$ cat src/rtl/sle_pkg.sv
// Shared types, codes and constants of the sorted list engine.
package sle_pkg;

  localparam int DepthDef = 16;
  localparam int DataW    = 32;
  localparam int FuncW    = 2;
  localparam int StatW    = 2;
  localparam int RemW     = 5;
  localparam int RemMax   = 31;

  typedef enum logic [FuncW-1:0] {
    FN_INSERT = 2'd0,
    FN_REMOVE = 2'd1,
    FN_READ   = 2'd2,
    FN_CLEAR  = 2'd3
  } sle_func_e;

  typedef enum logic [StatW-1:0] {
    ST_OK       = 2'd0,
    ST_EMPTY    = 2'd1,
    ST_NOTFOUND = 2'd2,
    ST_FULL     = 2'd3
  } sle_status_e;

  typedef enum logic [2:0] {
    S_IDLE,
    S_EXEC,
    S_REMOVE,
    S_EMIT,
    S_READ
  } sle_state_e;

  typedef struct packed {
    logic        latch;
    logic        insert;
    logic        rem_step;
    logic        clear;
    logic        set_st;
    sle_status_e st;
    logic        emit;
    logic        rd_step;
  } sle_cmd_t;

  typedef struct packed {
    sle_func_e func;
    logic      empty;
    logic      full;
    logic      match;
    logic      cnt_zero;
    logic      rd_last;
    logic      out_free;
  } sle_stat_t;

endpackage

$ cat src/rtl/sle_req_if.sv
// Request and response channel interfaces of the sorted list engine.
interface sle_req_if;
  logic              valid;
  logic              ready;
  logic [1:0]        func;
  logic signed [31:0] value;
  modport source (output valid, func, value, input ready);
  modport sink   (input valid, func, value, output ready);
endinterface

interface sle_rsp_if;
  logic               valid;
  logic               ready;
  logic [1:0]         status;
  logic signed [31:0] entry;
  logic [4:0]         removed;
  logic               last;
  modport source (output valid, status, entry, removed, last, input ready);
  modport sink   (input valid, status, entry, removed, last, output ready);
endinterface

$ cat src/rtl/sle_ctrl.sv
// Command sequencer of the sorted list engine.
module sle_ctrl
  import sle_pkg::*;
(
  input  logic       clk_i,
  input  logic       rst_ni,
  input  logic       req_valid_i,
  output logic       req_ready_o,
  input  sle_stat_t  stat_i,
  output sle_cmd_t   cmd_o,
  output sle_state_e state_o
);

  sle_state_e state_q, state_d;

  always_ff @(posedge clk_i or negedge rst_ni) begin
    if (!rst_ni) begin
      state_q <= S_IDLE;
    end else begin
      state_q <= state_d;
    end
  end

  always_comb begin
    state_d     = state_q;
    cmd_o       = '0;
    cmd_o.st    = ST_OK;
    req_ready_o = 1'b0;
    case (state_q)
      S_IDLE: begin
        req_ready_o = 1'b1;
        if (req_valid_i) begin
          cmd_o.latch = 1'b1;
          state_d     = S_EXEC;
        end
      end
      S_EXEC: begin
        case (stat_i.func)
          FN_INSERT: begin
            cmd_o.set_st = 1'b1;
            cmd_o.st     = stat_i.full ? ST_FULL : ST_OK;
            cmd_o.insert = !stat_i.full;
            state_d      = S_EMIT;
          end
          FN_REMOVE: begin
            if (stat_i.empty) begin
              cmd_o.set_st = 1'b1;
              cmd_o.st     = ST_EMPTY;
              state_d      = S_EMIT;
            end else begin
              state_d = S_REMOVE;
            end
          end
          FN_READ: begin
            if (stat_i.empty) begin
              cmd_o.set_st = 1'b1;
              cmd_o.st     = ST_EMPTY;
              state_d      = S_EMIT;
            end else begin
              state_d = S_READ;
            end
          end
          default: begin
            cmd_o.set_st = 1'b1;
            cmd_o.st     = stat_i.empty ? ST_EMPTY : ST_OK;
            cmd_o.clear  = 1'b1;
            state_d      = S_EMIT;
          end
        endcase
      end
      S_REMOVE: begin
        if (stat_i.match) begin
          cmd_o.rem_step = 1'b1;
        end else begin
          cmd_o.set_st = 1'b1;
          cmd_o.st     = stat_i.cnt_zero ? ST_NOTFOUND : ST_OK;
          state_d      = S_EMIT;
        end
      end
      S_EMIT: begin
        if (stat_i.out_free) begin
          cmd_o.emit = 1'b1;
          state_d    = S_IDLE;
        end
      end
      S_READ: begin
        if (stat_i.out_free) begin
          cmd_o.rd_step = 1'b1;
          if (stat_i.rd_last) state_d = S_IDLE;
        end
      end
      default: state_d = S_IDLE;
    endcase
  end

  assign state_o = state_q;

endmodule

$ cat src/rtl/sle_datapath.sv
// Cell chain, occupancy, counters and response register of the sorted list engine.
module sle_datapath
  import sle_pkg::*;
#(
  parameter int DEPTH = DepthDef
) (
  input  logic                    clk_i,
  input  logic                    rst_ni,
  input  logic [FuncW-1:0]        req_func_i,
  input  logic signed [DataW-1:0] req_value_i,
  input  sle_cmd_t                cmd_i,
  output sle_stat_t               stat_o,
  output logic                    rsp_valid_o,
  input  logic                    rsp_ready_i,
  output logic [StatW-1:0]        rsp_status_o,
  output logic signed [DataW-1:0] rsp_entry_o,
  output logic [RemW-1:0]         rsp_removed_o,
  output logic                    rsp_last_o
);

  localparam int OccW = $clog2(DEPTH + 1);
  localparam int IdxW = $clog2(DEPTH);

  logic signed [DataW-1:0] cell_q [DEPTH];
  logic signed [DataW-1:0] cell_d [DEPTH];
  logic [DEPTH-1:0]        live, gt, ge, eq;

  logic [OccW-1:0]         occ_q, occ_d, cnt_q;
  logic [IdxW-1:0]         rd_idx_q;
  sle_func_e               func_q;
  logic signed [DataW-1:0] value_q;
  sle_status_e             st_q;

  logic                    out_valid_q;
  logic [StatW-1:0]        out_status_q;
  logic signed [DataW-1:0] out_entry_q;
  logic [RemW-1:0]         out_removed_q;
  logic                    out_last_q;
  logic [RemW-1:0]         rem_sat;
  logic                    rd_last;

  // per-cell compares against the latched request value
  always_comb begin
    for (int k = 0; k < DEPTH; k++) begin
      live[k] = OccW'(k) < occ_q;
      gt[k]   = live[k] && (value_q > cell_q[k]);
      ge[k]   = live[k] && (cell_q[k] >= value_q);
      eq[k]   = live[k] && (cell_q[k] == value_q);
    end
  end

  always_comb begin
    for (int k = 0; k < DEPTH; k++) begin
      cell_d[k] = cell_q[k];
      if (cmd_i.insert) begin
        if (!gt[k]) begin
          if (k == 0) cell_d[k] = value_q;
          else if (gt[k-1]) cell_d[k] = value_q;
          else cell_d[k] = cell_q[k-1];
        end
      end else if (cmd_i.rem_step) begin
        if (ge[k] && k < DEPTH - 1) cell_d[k] = cell_q[k+1];
      end else if (cmd_i.rd_step) begin
        // rotate the live cells left by one
        if (OccW'(k) == occ_q - OccW'(1)) cell_d[k] = cell_q[0];
        else if (live[k] && k < DEPTH - 1) cell_d[k] = cell_q[k+1];
      end
    end
  end

  always_ff @(posedge clk_i) begin
    for (int k = 0; k < DEPTH; k++) cell_q[k] <= cell_d[k];
  end

  always_comb begin
    occ_d = occ_q;
    if (cmd_i.insert) occ_d = occ_q + OccW'(1);
    else if (cmd_i.rem_step) occ_d = occ_q - OccW'(1);
    else if (cmd_i.clear) occ_d = '0;
  end

  always_ff @(posedge clk_i or negedge rst_ni) begin
    if (!rst_ni) begin
      occ_q    <= '0;
      cnt_q    <= '0;
      rd_idx_q <= '0;
    end else begin
      occ_q <= occ_d;
      if (cmd_i.latch) begin
        cnt_q    <= '0;
        rd_idx_q <= '0;
      end else begin
        if (cmd_i.rem_step) cnt_q <= cnt_q + OccW'(1);
        if (cmd_i.rd_step) rd_idx_q <= rd_idx_q + IdxW'(1);
      end
    end
  end

  always_ff @(posedge clk_i) begin
    if (cmd_i.latch) begin
      func_q  <= sle_func_e'(req_func_i);
      value_q <= req_value_i;
    end
    if (cmd_i.set_st) st_q <= cmd_i.st;
  end

  assign rd_last = (OccW'(rd_idx_q) == occ_q - OccW'(1));
  assign rem_sat = (cnt_q > OccW'(RemMax)) ? RemW'(RemMax) : RemW'(cnt_q);

  always_ff @(posedge clk_i or negedge rst_ni) begin
    if (!rst_ni) begin
      out_valid_q <= 1'b0;
    end else if (cmd_i.emit || cmd_i.rd_step) begin
      out_valid_q <= 1'b1;
    end else if (rsp_ready_i) begin
      out_valid_q <= 1'b0;
    end
  end

  always_ff @(posedge clk_i) begin
    if (cmd_i.emit) begin
      out_status_q  <= st_q;
      out_entry_q   <= '0;
      out_removed_q <= (func_q == FN_REMOVE) ? rem_sat : '0;
      out_last_q    <= 1'b1;
    end else if (cmd_i.rd_step) begin
      out_status_q  <= ST_OK;
      out_entry_q   <= cell_q[0];
      out_removed_q <= '0;
      out_last_q    <= rd_last;
    end
  end

  assign stat_o.func     = func_q;
  assign stat_o.empty    = (occ_q == '0);
  assign stat_o.full     = (occ_q >= OccW'(DEPTH));
  assign stat_o.match    = |eq;
  assign stat_o.cnt_zero = (cnt_q == '0);
  assign stat_o.rd_last  = rd_last;
  assign stat_o.out_free = !out_valid_q || rsp_ready_i;

  assign rsp_valid_o   = out_valid_q;
  assign rsp_status_o  = out_status_q;
  assign rsp_entry_o   = out_entry_q;
  assign rsp_removed_o = out_removed_q;
  assign rsp_last_o    = out_last_q;

endmodule

$ cat src/rtl/sorted_list_engine.sv
// Top level of the sorted list engine: sequencer, cell chain datapath and assertions.
//
//  channel  dir  fields                          meaning
//  req_i    in   func, value                     one command per request
//  rsp_o    out  status, entry, removed, last    one result, or one per entry on read-out
//
// Insert and clear pass idle, exec and emit from acceptance to the result register.
// Remove adds a remove state with one cell-chain shift per equal entry before emit.
// Read-out rotates the chain, one result per cycle while the response register is free.
// Reset clears occupancy and control; no clearing pass. A stalled response holds the
// sequencer in its emit or read state; the next request is taken once back in idle.
module sorted_list_engine
  import sle_pkg::*;
#(
  parameter int DEPTH = DepthDef
) (
  input  logic      clk_i,
  input  logic      rst_ni,
  sle_req_if.sink   req_i,
  sle_rsp_if.source rsp_o
);

  sle_cmd_t   cmd;
  sle_stat_t  stat;
  sle_state_e state;

  sle_ctrl u_ctrl (
    .clk_i       (clk_i),
    .rst_ni      (rst_ni),
    .req_valid_i (req_i.valid),
    .req_ready_o (req_i.ready),
    .stat_i      (stat),
    .cmd_o       (cmd),
    .state_o     (state)
  );

  sle_datapath #(
    .DEPTH (DEPTH)
  ) u_dp (
    .clk_i         (clk_i),
    .rst_ni        (rst_ni),
    .req_func_i    (req_i.func),
    .req_value_i   (req_i.value),
    .cmd_i         (cmd),
    .stat_o        (stat),
    .rsp_valid_o   (rsp_o.valid),
    .rsp_ready_i   (rsp_o.ready),
    .rsp_status_o  (rsp_o.status),
    .rsp_entry_o   (rsp_o.entry),
    .rsp_removed_o (rsp_o.removed),
    .rsp_last_o    (rsp_o.last)
  );

  a_no_back_to_back_req: assert property (@(posedge clk_i) disable iff (!rst_ni)
    (req_i.valid && req_i.ready) |=> !req_i.ready)
    else $error("request accepted while previous one in flight");

  a_read_nonempty: assert property (@(posedge clk_i) disable iff (!rst_ni)
    (state == S_READ) |-> !stat.empty)
    else $error("read-out running on an empty list");

  a_insert_only_when_room: assert property (@(posedge clk_i) disable iff (!rst_ni)
    cmd.insert |-> !stat.full)
    else $error("insert into a full list");

  a_emit_needs_room: assert property (@(posedge clk_i) disable iff (!rst_ni)
    (cmd.emit || cmd.rd_step) |-> (!rsp_o.valid || rsp_o.ready))
    else $error("response register overwritten");

endmodule
$ cat src/flat_wrapper.sv
// flat-port wrapper written by rule: the top's interface ports become plain ports
module sorted_list_engine_flat import sle_pkg::*;
#(
  parameter int DEPTH = DepthDef
)
  (clk_i, rst_ni, req_i_valid, req_i_func, req_i_value, req_i_ready, rsp_o_valid, rsp_o_status, rsp_o_entry, rsp_o_removed, rsp_o_last, rsp_o_ready);
  sle_req_if req_i_i ();
  sle_rsp_if rsp_o_i ();
  input  logic clk_i;
  input  logic rst_ni;
  input wire logic [$bits(req_i_i.valid)-1:0] req_i_valid;
  input wire logic [$bits(req_i_i.func)-1:0] req_i_func;
  input wire logic [$bits(req_i_i.value)-1:0] req_i_value;
  output wire logic [$bits(req_i_i.ready)-1:0] req_i_ready;
  output wire logic [$bits(rsp_o_i.valid)-1:0] rsp_o_valid;
  output wire logic [$bits(rsp_o_i.status)-1:0] rsp_o_status;
  output wire logic [$bits(rsp_o_i.entry)-1:0] rsp_o_entry;
  output wire logic [$bits(rsp_o_i.removed)-1:0] rsp_o_removed;
  output wire logic [$bits(rsp_o_i.last)-1:0] rsp_o_last;
  input wire logic [$bits(rsp_o_i.ready)-1:0] rsp_o_ready;
  assign req_i_i.valid = req_i_valid;
  assign req_i_i.func = req_i_func;
  assign req_i_i.value = req_i_value;
  assign req_i_ready = req_i_i.ready;
  assign rsp_o_valid = rsp_o_i.valid;
  assign rsp_o_status = rsp_o_i.status;
  assign rsp_o_entry = rsp_o_i.entry;
  assign rsp_o_removed = rsp_o_i.removed;
  assign rsp_o_last = rsp_o_i.last;
  assign rsp_o_i.ready = rsp_o_ready;
  sorted_list_engine #(.DEPTH(DEPTH)) u_core (.clk_i(clk_i), .rst_ni(rst_ni), .req_i(req_i_i), .rsp_o(rsp_o_i));
endmodule
$ cat config.mk
export PLATFORM = sky130hd
export DESIGN_NAME = sorted_list_engine_flat
export DESIGN_NICKNAME = d
export VERILOG_FILES = /design/src/rtl/sle_pkg.sv /design/src/rtl/sle_req_if.sv /design/src/rtl/sle_ctrl.sv /design/src/rtl/sle_datapath.sv /design/src/rtl/sorted_list_engine.sv /design/src/flat_wrapper.sv
export SDC_FILE = /design/constraint.sdc
export NUM_CORES = 2
export LEC_CHECK = 0
export BUFFER_PORTS_ARGS = -buffer_cell sky130_fd_sc_hd__buf_2
export CAP_MARGIN = 40
export CORE_UTILIZATION = 25
export CTS_CLUSTER_DIAMETER = 40
export DETAILED_ROUTE_END_ITERATION = 12
export PLACE_DENSITY = 0.47
export RECOVER_POWER = 25
export SKIP_CTS_REPAIR_TIMING = 1
export SLEW_MARGIN = 10
export SYNTH_ARGS = -nofsm -noshare
export SYNTH_HDL_FRONTEND = slang
export SYNTH_SLANG_ARGS = --single-unit
$ cat constraint.sdc
create_clock -name clk_i -period 7.9 [get_ports clk_i]
set_input_delay 1.975 -clock clk_i [delete_from_list [all_inputs] [get_ports clk_i]]
set_output_delay 1.975 -clock clk_i [all_outputs]
set_load 0.005 [all_outputs]
==> flow_summary.rst <==
.. list-table::
   :header-rows: 1

   * - Metric
     - Value
   * - Result of the run
     - complete, but fails checks
   * - Violated checks
     - max-capacitance violations, max-slew violations
   * - Overall die area
     - 0.182 mm²
   * - Flops & latches, synth
     - 606
   * - Final Net Count
     - 4,984
   * - Hold path cells
     - 2
   * - Most common cell after layout, fill and taps aside
     - edfxtp_1
   * - Clock transition at path regs
     - 0.06 ns
   * - Hold_sp
     - u_core.u_dp.rsp_entry_o[16]
   * - Sink Count
     - 606
   * - Total routing usage reported by global routing
     - 0.255
   * - Predominant post-synthesis flop cell
     - edfxtp_1
   * - Via count of the first global-routing pass
     - 39.3k
   * - Final instance area
     - 0.0534 mm²
   * - Initial antenna violation count
     - 9
   * - Bufs on Longest Clock Path
     - 3
   * - Average wire per cell in the routed design
     - 34.5 µm
   * - Syn Area/Cell
     - 10.2 µm²
   * - Slew at the pin with the worst max-slew slack
     - between 3 and 4 ns
   * - Achievable frequency
     - 0.140 GHz
   * - Pin count of the biggest net entering global routing
     - 129
   * - Startpoint of the worst register-to-register path
     - u_core.u_dp.occ_q[4]
   * - Setup repair after global routing missed its margin
     - no
   * - Class of the tightest hold or removal check
     - register to register
   * - Standard-cell row count
     - ~160
   * - Number of filler cells placed in the layout
     - 18.5k
   * - Layout Skew
     - around 0.047 ns
   * - Minimum clock period after layout
     - between 7 and 8 ns
   * - Largest area contributor in the netlist
     - edfxtp_1
   * - Async set-reset flop share out of synthesis
     - 0.0297
   * - Overall via count from detail_route
     - 41.8k
   * - Clock H-tree levels
     - 4
   * - Max Fanout on Critical Path
     - 30
   * - Total power
     - ~17 mW
   * - Total count of max-transition violations in the final report
     - 395
   * - Setup tns final
     - 0 ns
   * - Iteration-0 DRC count of the detailed router
     - 5,893
   * - Global-route wire length before repair
     - 325 mm
   * - Number of synthesized flops with an enable pin
     - 555
   * - Dpl cell area
     - 0.0490 mm²
   * - Final Non-Filler Cells
     - roughly 6.9k
   * - Number of nets still failing antenna checks after routing
     - 0
   * - Last weighted congestion value of the routability-driven placer
     - approximately 1.0
   * - Number of cells traversed by the worst register-to-register path
     - 11
   * - Number of buffers created by CTS
     - approximately 140
   * - Cells taking the most area after synthesis
     - edfxtp_1 37%, ha_1 15%, mux2i_1 8.1%
   * - Crit. End Element
     - register
   * - Crit share post-route
     - 0.903
   * - Unique cell type count in the Yosys netlist
     - 76
   * - Root cell of the clock tree
     - clkbuf_16
   * - Starting Density
     - 0.252
   * - Area of the mapped netlist
     - about 0.045 mm²
   * - Total instance count after detailed placement
     - 6,632
   * - Wire length after detailed routing
     - 238 mm
   * - Die width
     - 427 µm
   * - Number of I/O pins
     - 80
   * - Overflow after GRT
     - 0
   * - Total nets after synthesis
     - between 4k and 5k
   * - Number of vias per cell
     - 6.07
   * - Height of the die
     - 427 µm
   * - Worst setup SP type
     - register
   * - Leading cell types in the layout, fill and taps excluded
     - 555 x edfxtp_1, 527 x ha_1, 357 x mux2i_1, 295 x nor2_1, 235 x a21oi_1
   * - Detailed Routing Iterations Pass 1
     - 6
   * - IO buf count
     - 79
   * - Final setup viols
     - 0
   * - Residual DRC
     - 0
   * - Yosys synthesis warning count
     - 0
   * - Crit Path Class
     - register to register
   * - Hold slack
     - 0.451 ns
   * - Cell count after synthesis
     - 4,404
   * - P_leak
     - 21.2 nW
   * - Maxcap violations
     - 12
   * - Final Hold Violating Endpoints
     - 0
   * - Synthesis-to-layout area growth
     - 18.3%
   * - Slack of the worst reg-to-reg path
     - 0.76 ns
   * - Yosys top cell area share
     - 0.369
   * - Endpoint with the worst hold slack
     - u_core.u_dp.rsp_entry_o[16]
   * - Clk_lat worst skew
     - ~0.8 ns
   * - CTS tree
     - done
   * - Worst Path Arrival
     - 7.71 ns
   * - Peak ir drop on the vdd network
     - slightly above 200 µV
   * - Pwr Density
     - approximately 320 mW/mm²
   * - Reg-to-Reg End
     - u_core.u_dp.cell_q[1][81]
   * - Area of the core region
     - about 0.18 mm²
   * - Endpoint required time on the critical path
     - around 8.5 ns
   * - Fraction of layout cells with a size suffix above 1
     - 0.126
   * - Sum of net half-perimeters after detailed placement
     - approximately 170 mm
   * - Sequential element share of the synthesized area
     - 0.394
   * - Max_slew headroom
     - -1.06
[cell families (layout without fill, tap and decap cells)]
family,Yosys count,after routing,share of synthesized area
other cells,0,6,0
xor+xnor,18,18,0.00349
buf+inv,496,622,0.0441
mux,432,432,0.0978
compound gates,1236,1236,0.200
fa+ha+maj,527,527,0.146
flops,606,606,0.394
simple gates,1089,1089,0.115
[final cells by class]
cell class,count,area [µm²],share of cell area
Multi-Input combinational cell,3302,25700,0.482
Sequential cell,606,17800,0.333
Clock buffer,157,3620,0.0678
Tap cell,2355,2950,0.0552
Timing Repair Buffer,234,1820,0.0342
Clock inverter,94,975,0.0183
Inverter,137,514,0.00963
Antenna cell,6,15.0,0.000281
[state kept, by name, summed over array words and instances (netlist names)]
register / count
u_core.u_ctrl.state_o: 3
u_core.u_dp.cell_q: 512
u_core.u_dp.occ_q: 5
u_core.u_dp.rsp_removed_o: 5
u_core.u_dp.rd_idx_q: 4
u_core.u_dp.rsp_valid_o: 1
u_core.u_dp.cnt_q: 5
u_core.u_dp.rsp_status_o: 2
u_core.u_dp.rsp_last_o: 1
u_core.u_dp.st_q: 2
u_core.u_dp.rsp_entry_o: 32
u_core.u_dp.func_q: 2
u_core.u_dp.value_q: 32
[per-layer routing]
metal	track usage	up-vias	wire length [µm]
li1	-	17500	-
met1	0.347	21100	101000
met2	0.376	2656	100000
met3	0.0567	562	22900
met4	0.128	0	13300
met5	0	-	0
[power by group]
group	switching, mW	internal, mW	total [mW]
combinational	4.24	2.04	6.28
clock	2.10	3.67	5.77
sequential	0.712	4.39	5.10
[critical path, stage by stage (launching register included)]
cell	delay, ns
dfrtp_1	0.64
clkbuf_1	0.49
nor3_1	1.55
nand2_1	0.59
nand4_1	0.43
o2111ai_1	0.23
or4_1	0.48
buf_4	0.24
a21oi_4	0.18
clkbuf_1	1.58
nor3_1	0.09
a211oi_1	0.34
[per-stage QoR]
step | setup WS, ns | util
floorplan | 2.09 | -
global placement | 1.41 | 0.271
detailed placement | 1.74 | 0.274
CTS | 1.70 | 0.300
global route | 0.780 | 0.298
finish | 0.764 | 0.299
[cells in the mapped netlist, types with 9 or more instances]
master	instances
o21ai_0	214
nor3_1	153
nor2b_1	37
nor4_1	40
o2bb2ai_1	34
a221oi_1	114
o31ai_1	10
or2_2	9
inv_1	137
o221a_2	33
ha_1	527
a211oi_1	96
and3_1	13
buf_1	26
clkbuf_1	266
nand3_1	139
xor2_1	12
a221o_1	33
o21a_1	14
dfxtp_1	33
o311ai_0	34
dfrtp_1	18
buf_2	58
a22oi_1	32
o221ai_1	68
nand4_1	118
a21oi_1	237
o211ai_1	22
nor2_1	299
mux2_2	69
edfxtp_1	555
o311a_1	82
a21o_1	104
nand2_1	232
mux2i_1	363
o22a_1	34
[how the worst max path moves through the flow]
stage	from	end	slack [ns]
floorplan	rsp_o_ready	u_core.u_dp.cell_q[0][0]	2.09
global placement	u_core.u_dp.value_q[31]	u_core.u_dp.cell_q[0][9]	1.41
detailed placement	u_core.u_dp.value_q[15]	u_core.u_dp.cell_q[0][14]	1.74
CTS	u_core.u_dp.value_q[15]	u_core.u_dp.cell_q[0][12]	1.70
global route	u_core.u_dp.occ_q[4]	u_core.u_dp.cell_q[1][81]	0.78
finish	u_core.u_dp.occ_q[4]	u_core.u_dp.cell_q[1][81]	0.76
Note: power is estimated with default switching activity, not from simulation.
